--- src/sv/mcsc_pkg.sv ---
// Shared types and constants for the multi-criteria score compare unit.
package mcsc_pkg;

    localparam int DEFAULT_MAX_CRITERIA = 16;
    localparam int DEFAULT_VALUE_WIDTH  = 24;

    localparam int MODE_WIDTH    = 2;
    localparam int VOTE_WIDTH    = 6;
    localparam int VERDICT_WIDTH = 2;

    localparam logic signed [VOTE_WIDTH-1:0] VOTE_MAX = {1'b0, {(VOTE_WIDTH-1){1'b1}}};
    localparam logic signed [VOTE_WIDTH-1:0] VOTE_MIN = {1'b1, {(VOTE_WIDTH-1){1'b0}}};

    typedef logic signed [VERDICT_WIDTH-1:0] verdict_t;

    localparam verdict_t VERDICT_TIE = 2'sb00;
    localparam verdict_t VERDICT_A   = 2'sb01;
    localparam verdict_t VERDICT_B   = 2'sb11;

    typedef enum logic [MODE_WIDTH-1:0] {
        MODE_WEIGHTED_SUM = 2'd0,
        MODE_MAJORITY     = 2'd1,
        MODE_LEXICOGRAPHIC = 2'd2,
        MODE_GROUP        = 2'd3
    } compare_mode_t;

endpackage

--- src/sv/multi_criteria_score_compare_unit.sv ---
// Top level of the multi-criteria score compare unit.
//
// Each input transaction carries one criterion (weight and score for
// candidates A and B); the transaction flagged last_criterion closes the
// comparison and yields one verdict transaction (+1 A better, -1 B better,
// 0 tie or fault) chosen by the compare mode register. The block takes one
// criterion per clock cycle while in_stall is low; a verdict passes from
// the input register through the product, difference and accumulate/result
// registers behind it. Every stage holds its own valid bit, so bubbles
// collapse and input transactions keep flowing while a verdict waits in
// the output register, until the next last criterion reaches stage 3.
module multi_criteria_score_compare_unit #(
    parameter int MAX_CRITERIA = mcsc_pkg::DEFAULT_MAX_CRITERIA,
    parameter int VALUE_WIDTH  = mcsc_pkg::DEFAULT_VALUE_WIDTH
) (
    input  logic                                  clk,
    input  logic                                  rst_n,

    input  logic                                  cfg_write_en,
    input  logic [mcsc_pkg::MODE_WIDTH-1:0]       cfg_write_data,

    input  logic                                  in_valid,
    output logic                                  in_stall,
    input  logic signed [VALUE_WIDTH-1:0]         weight_a,
    input  logic signed [VALUE_WIDTH-1:0]         score_a,
    input  logic signed [VALUE_WIDTH-1:0]         weight_b,
    input  logic signed [VALUE_WIDTH-1:0]         score_b,
    input  logic                                  element_ok,
    input  logic                                  last_criterion,

    output logic                                  out_valid,
    input  logic                                  out_stall,
    output logic signed [mcsc_pkg::VERDICT_WIDTH-1:0] verdict
);

    localparam int PROD_WIDTH = 2 * VALUE_WIDTH;
    localparam int DIFF_WIDTH = PROD_WIDTH + 1;
    localparam int SUM_WIDTH  = PROD_WIDTH + $clog2(MAX_CRITERIA) + 1;

    localparam logic signed [SUM_WIDTH-1:0] SUM_MAX = {1'b0, {(SUM_WIDTH-1){1'b1}}};
    localparam logic signed [SUM_WIDTH-1:0] SUM_MIN = {1'b1, {(SUM_WIDTH-1){1'b0}}};

    // Configuration.
    mcsc_pkg::compare_mode_t mode_reg;

    // Stage 1: input register.
    logic                          s1_valid_reg;
    logic signed [VALUE_WIDTH-1:0] s1_wa_reg, s1_sa_reg, s1_wb_reg, s1_sb_reg;
    logic                          s1_ok_reg, s1_last_reg;

    // Stage 2: products.
    logic                          s2_valid_reg;
    logic signed [PROD_WIDTH-1:0]  s2_pa_reg, s2_pb_reg;
    logic                          s2_ok_reg, s2_last_reg;

    // Stage 3: difference and comparison flags.
    logic                          s3_valid_reg;
    logic signed [DIFF_WIDTH-1:0]  s3_diff_reg;
    logic                          s3_gt_reg, s3_lt_reg;
    logic                          s3_ok_reg, s3_last_reg;

    // Accumulated comparison state.
    logic signed [SUM_WIDTH-1:0]                 sum_reg, sum_next;
    logic signed [mcsc_pkg::VOTE_WIDTH-1:0]      vote_reg, vote_next;
    mcsc_pkg::verdict_t                          lex_verdict_reg, lex_verdict_next;
    logic                                        lex_decided_reg, lex_decided_next;
    logic                                        fault_reg, fault_next;

    // Output register.
    logic                                        out_valid_reg;
    mcsc_pkg::verdict_t                          out_verdict_reg, verdict_next;

    logic                          out_free, adv3, rdy3, rdy2, rdy1;
    logic                          s1_accept;
    logic signed [PROD_WIDTH-1:0]  pa_next, pb_next;
    logic signed [DIFF_WIDTH-1:0]  diff_next;
    logic signed [SUM_WIDTH:0]     sum_wide;

    assign out_free  = !out_valid_reg || !out_stall;
    assign adv3      = s3_valid_reg && (!s3_last_reg || out_free);
    assign rdy3      = !s3_valid_reg || adv3;
    assign rdy2      = !s2_valid_reg || rdy3;
    assign rdy1      = !s1_valid_reg || rdy2;
    assign in_stall  = !rdy1;
    assign s1_accept = in_valid && rdy1;

    assign out_valid = out_valid_reg;
    assign verdict   = out_verdict_reg;

    assign pa_next   = s1_wa_reg * s1_sa_reg;
    assign pb_next   = s1_wb_reg * s1_sb_reg;
    assign diff_next = {s2_pa_reg[PROD_WIDTH-1], s2_pa_reg}
                     - {s2_pb_reg[PROD_WIDTH-1], s2_pb_reg};

    always_comb
    begin
        fault_next = fault_reg || !s3_ok_reg;

        sum_wide = {sum_reg[SUM_WIDTH-1], sum_reg}
                 + {{(SUM_WIDTH+1-DIFF_WIDTH){s3_diff_reg[DIFF_WIDTH-1]}}, s3_diff_reg};
        if (sum_wide[SUM_WIDTH] != sum_wide[SUM_WIDTH-1])
        begin
            sum_next = sum_wide[SUM_WIDTH] ? SUM_MIN : SUM_MAX;
        end
        else
        begin
            sum_next = sum_wide[SUM_WIDTH-1:0];
        end

        vote_next = vote_reg;
        if (s3_gt_reg && (vote_reg != mcsc_pkg::VOTE_MAX))
        begin
            vote_next = vote_reg + 1'b1;
        end
        else if (s3_lt_reg && (vote_reg != mcsc_pkg::VOTE_MIN))
        begin
            vote_next = vote_reg - 1'b1;
        end

        lex_verdict_next = lex_verdict_reg;
        lex_decided_next = lex_decided_reg;
        if (!lex_decided_reg && (s3_gt_reg || s3_lt_reg))
        begin
            lex_verdict_next = s3_gt_reg ? mcsc_pkg::VERDICT_A : mcsc_pkg::VERDICT_B;
            lex_decided_next = 1'b1;
        end

        verdict_next = mcsc_pkg::VERDICT_TIE;
        if (!fault_next)
        begin
            case (mode_reg)
                mcsc_pkg::MODE_WEIGHTED_SUM:
                begin
                    if (sum_next[SUM_WIDTH-1])
                        verdict_next = mcsc_pkg::VERDICT_B;
                    else if (|sum_next)
                        verdict_next = mcsc_pkg::VERDICT_A;
                end
                mcsc_pkg::MODE_MAJORITY:
                begin
                    if (vote_next[mcsc_pkg::VOTE_WIDTH-1])
                        verdict_next = mcsc_pkg::VERDICT_B;
                    else if (|vote_next)
                        verdict_next = mcsc_pkg::VERDICT_A;
                end
                mcsc_pkg::MODE_LEXICOGRAPHIC:
                begin
                    verdict_next = lex_verdict_next;
                end
                default:
                begin
                    verdict_next = mcsc_pkg::VERDICT_TIE;
                end
            endcase
        end
    end

    always_ff @(posedge clk or negedge rst_n)
    begin
        if (!rst_n)
        begin
            mode_reg        <= mcsc_pkg::MODE_WEIGHTED_SUM;
            s1_valid_reg    <= 1'b0;
            s2_valid_reg    <= 1'b0;
            s3_valid_reg    <= 1'b0;
            out_valid_reg   <= 1'b0;
            sum_reg         <= '0;
            vote_reg        <= '0;
            lex_verdict_reg <= mcsc_pkg::VERDICT_TIE;
            lex_decided_reg <= 1'b0;
            fault_reg       <= 1'b0;
        end
        else
        begin
            if (cfg_write_en)
            begin
                mode_reg <= mcsc_pkg::compare_mode_t'(cfg_write_data);
            end

            if (rdy1)
            begin
                s1_valid_reg <= in_valid;
            end
            if (rdy2)
            begin
                s2_valid_reg <= s1_valid_reg;
            end
            if (rdy3)
            begin
                s3_valid_reg <= s2_valid_reg;
            end

            if (adv3)
            begin
                if (s3_last_reg)
                begin
                    sum_reg         <= '0;
                    vote_reg        <= '0;
                    lex_verdict_reg <= mcsc_pkg::VERDICT_TIE;
                    lex_decided_reg <= 1'b0;
                    fault_reg       <= 1'b0;
                end
                else
                begin
                    sum_reg         <= sum_next;
                    vote_reg        <= vote_next;
                    lex_verdict_reg <= lex_verdict_next;
                    lex_decided_reg <= lex_decided_next;
                    fault_reg       <= fault_next;
                end
            end

            if (adv3 && s3_last_reg)
            begin
                out_valid_reg <= 1'b1;
            end
            else if (!out_stall)
            begin
                out_valid_reg <= 1'b0;
            end
        end
    end

    always_ff @(posedge clk)
    begin
        if (s1_accept)
        begin
            s1_wa_reg   <= weight_a;
            s1_sa_reg   <= score_a;
            s1_wb_reg   <= weight_b;
            s1_sb_reg   <= score_b;
            s1_ok_reg   <= element_ok;
            s1_last_reg <= last_criterion;
        end

        if (rdy2 && s1_valid_reg)
        begin
            s2_pa_reg   <= pa_next;
            s2_pb_reg   <= pb_next;
            s2_ok_reg   <= s1_ok_reg;
            s2_last_reg <= s1_last_reg;
        end

        if (rdy3 && s2_valid_reg)
        begin
            s3_diff_reg <= diff_next;
            s3_gt_reg   <= (s2_pa_reg > s2_pb_reg);
            s3_lt_reg   <= (s2_pa_reg < s2_pb_reg);
            s3_ok_reg   <= s2_ok_reg;
            s3_last_reg <= s2_last_reg;
        end

        if (adv3 && s3_last_reg)
        begin
            out_verdict_reg <= verdict_next;
        end
    end

endmodule

--- config.mk ---
export PLATFORM = sky130hd
export DESIGN_NAME = multi_criteria_score_compare_unit
export DESIGN_NICKNAME = d
export VERILOG_FILES = /design/src/sv/mcsc_pkg.sv /design/src/sv/multi_criteria_score_compare_unit.sv
export SDC_FILE = /design/constraint.sdc
export NUM_CORES = 2
export LEC_CHECK = 0
export BUFFER_PORTS_ARGS = -buffer_cell sky130_fd_sc_hd__buf_4
export CORE_ASPECT_RATIO = 0.75
export CORE_MARGIN = 2
export CORE_UTILIZATION = 65
export CTS_CLUSTER_SIZE = 24
export DETAILED_ROUTE_END_ITERATION = 6
export PLACE_DENSITY = 0.82
export SYNTH_ARGS = -nofsm -noshare
export SYNTH_HDL_FRONTEND = slang
export SYNTH_SLANG_ARGS = --single-unit
--- constraint.sdc ---
create_clock -name clk -period 16.2 [get_ports clk]
set_clock_uncertainty 0.05 [all_clocks]
set_input_delay 4.05 -clock clk [delete_from_list [all_inputs] [get_ports clk]]
set_output_delay 4.05 -clock clk [all_outputs]
set_load 0.005 [all_outputs]
==> flow_summary.toml <==
[global_route]
grt_util_met1_pct = 47.30
grt_pass1_wl_um = 240500
track_usage_pct = 33.05
grt.busiest_layer = "met2"
grt_max_degree = 78
overflow = 0
antenna_found_initial = 3
use_met2_pct = 50.94
met3_usage_pct = 7.094
grt_pass1_vias = 45870

[floorplanning]
io_pins = 109
die_x_um = 351.5
num_rows = 95
dieHeight_um = 264.6
start_util_pct = 65.69
die_area_sq_um = 93020
coreArea_sq_um = 89620

[timing]
finalSetupViolCount = 0
final.setup.tns_ns = 0
whs_ns = 0.3812
relSlewSlack_pct = 11.14
max_freq_ghz = 0.1102
rsz0062_at_grt = "no"
min_period_ns = 9.073
fin_crit_sh_pct = 56.01
finalHoldViolations = 0
tightest_slew_ns = 1.333
worst_slack_ns = 7.127
drv_slew = 0

[job]
cap_violations = 0

[drt]
ant_nets = 0
drt_iter0_drc = 3788
firstDrtPassIters = 7
post-route-drc-count = 7
routed_wl_um = 145300
num_vias = 42700
via_per_inst = 5.931
wire_per_inst_um = 20.18

[cts]
cts.sinks = 320
clock_path_buffers = 3
clkTransAtPathRegs_ns = 0.06
cts-root-buf = "clkbuf_16"
cts_made_buffers = 41
tritoncts = "built"
clk_latency_ns = 0.58
ctsResizeCount = 0
post_cts_buffers = 0
ctsHoldBuffers = 0
htreeDepth = 2

[placed_design]
post_dp_cell_area_sq_um = 60430
dp_hpwl_um = 113900
io_buffers = 108
place_ws_ns = 7.151
gp_congestion = 0.9629

[worst_setup_path]
reg2regPathDepth = 26
start_kind = "input pin"
critical_path_class = "input pin to output pin"
r2r-end = "s2_pa_reg[47]"
cp.arrival_ns = 4.97
slowest_delay_ns = 0.34
cp_num_buf_inv = 3
slowest_stage = "nor2_1"
end_kind = "output pin"
path_max_fanout = 4
crit_chain = "buf_4 -> nand3_1 -> nor2_1 -> nand3_1 -> inv_1 -> buf_4"
critPathRequiredTime_ns = 12.10
regToRegStartpoint = "s1_sa_reg[3]"
crit_family = "simple AND/OR/NAND/NOR gates"
r2r_slack_ns = 7.57

[cells_and_area]
most-common-layout-cells = "inv_1 (1258), fa_1 (1216), nand2_1 (715)"
final_common_cell = "inv_1"
design_area_sq_um = 61750
largest_reg_flops = 53
nets = 7655
drive_gt1_share_pct = 4.009
area_delta_synth_final_pct = 4.884

[logic_synthesis]
synth_fp_nets = 7724
postSynthAreaPerCell_sq_um = 9.766
ys.flop_type = "edfxtp_1"
synth_edf_count = 251
seq_area_frac_synth_pct = 15.74
yosysWarningCount = 0
syn-cell-area_sq_um = 58870
synth_cells = 6028
ys_ff_latch = 320
ys_async_sr_fraction_pct = 21.56
ys_types = 95

[worst_hold_path]
hp-class = "register to register"
whs_endpoint = "s3_last_reg"
min_from = "s2_last_reg"
min_path_cells = 0

[outcome]
status = "complete, but fails checks"
violations = "design-rule violations"
[Yosys cell counts, types with 5 or more instances]
cell	instances	area (sq um)
a2111oi_0	6	52.55
a211o_1	7	61.31
a211oi_1	32	240.2
a21o_1	116	870.8
a21oi_1	172	860.8
a22o_1	21	183.9
a311oi_1	7	61.31
a31oi_1	22	137.6
a41oi_1	7	61.31
and2_1	551	3447
and3_1	29	181.4
and4_1	10	87.58
buf_1	5	18.77
buf_2	9	45.04
clkbuf_1	221	829.6
dfrtp_1	69	1727
edfxtp_1	251	7537
fa_1	1216	24340
ha_1	375	4692
inv_1	1258	4722
mux2i_1	9	90.09
nand2_1	716	2688
nand2b_1	46	287.8
nand3_1	46	230.2
nand3b_1	5	37.54
nand4_1	21	131.4
nor2_1	190	713.2
nor2b_1	33	206.5
nor3_1	48	240.2
nor4_1	10	62.56
o2111ai_1	5	43.79
o211ai_1	18	135.1
o21a_1	26	195.2
o21ai_0	120	600.6
o21ai_1	15	75.07
o21bai_1	25	187.7
o22ai_1	6	37.54
o31a_1	6	52.55
o31ai_1	12	90.09
or2_2	8	50.05
or3_1	9	56.30
xnor2_1	126	1104
xor2_1	49	429.2
[through the flow]
step                      std cells  util [%]
after floorplan                6028         -
after global placement         7128     67.42
after detailed placement       7128     67.42
after CTS                      7198     68.89
after global routing           7198     68.89
final                          7200     68.90
[worst max path at each step]
| stage | depth (start not counted) | startpoint | to | slack, ns |
|---|---|---|---|---|
| 2_1_floorplan | 4 | out_stall | in_stall | 7.59 |
| 3_3_place_gp | 6 | out_stall | in_stall | 7.17 |
| 3_5_place_dp | 6 | out_stall | in_stall | 7.15 |
| 4_1_cts | 6 | out_stall | in_stall | 7.13 |
| 5_1_grt | 6 | out_stall | in_stall | 7.04 |
| 6_report | 6 | out_stall | in_stall | 7.13 |
[final cells by class]
type	count	area [sq um]
Inverter	1260	4730
Fill cell	6762	27880
Sequential cell	320	9264
Multi-Input combinational cell	4206	43940
Clock inverter	21	247.7
Timing Repair Buffer	130	975.9
Tap cell	1212	1516
Antenna cell	2	5.005
Clock buffer	49	1066
[layer usage]
metal | vias to the layer above | part of all wire, %
li1 | 18420 | -
met1 | 21770 | 40
met2 | 2124 | 46
met3 | 385 | 11
met4 | 0 | 3.4
met5 | - | 0
[logic make-up after synthesis]
logic type / synth area share (%)
multiplexers: 0.2104
flip-flops: 15.74
AND/OR/NAND/NOR: 14.55
buffers and inverters: 9.666
adder cells (fa/ha/maj): 49.32
AO/OA/AOI/OAI: 7.910
XOR/XNOR: 2.604
Power is left out: the tool's default activity adds up to more than one toggle a clock period on the data nets, which glitch-free logic cannot reach.
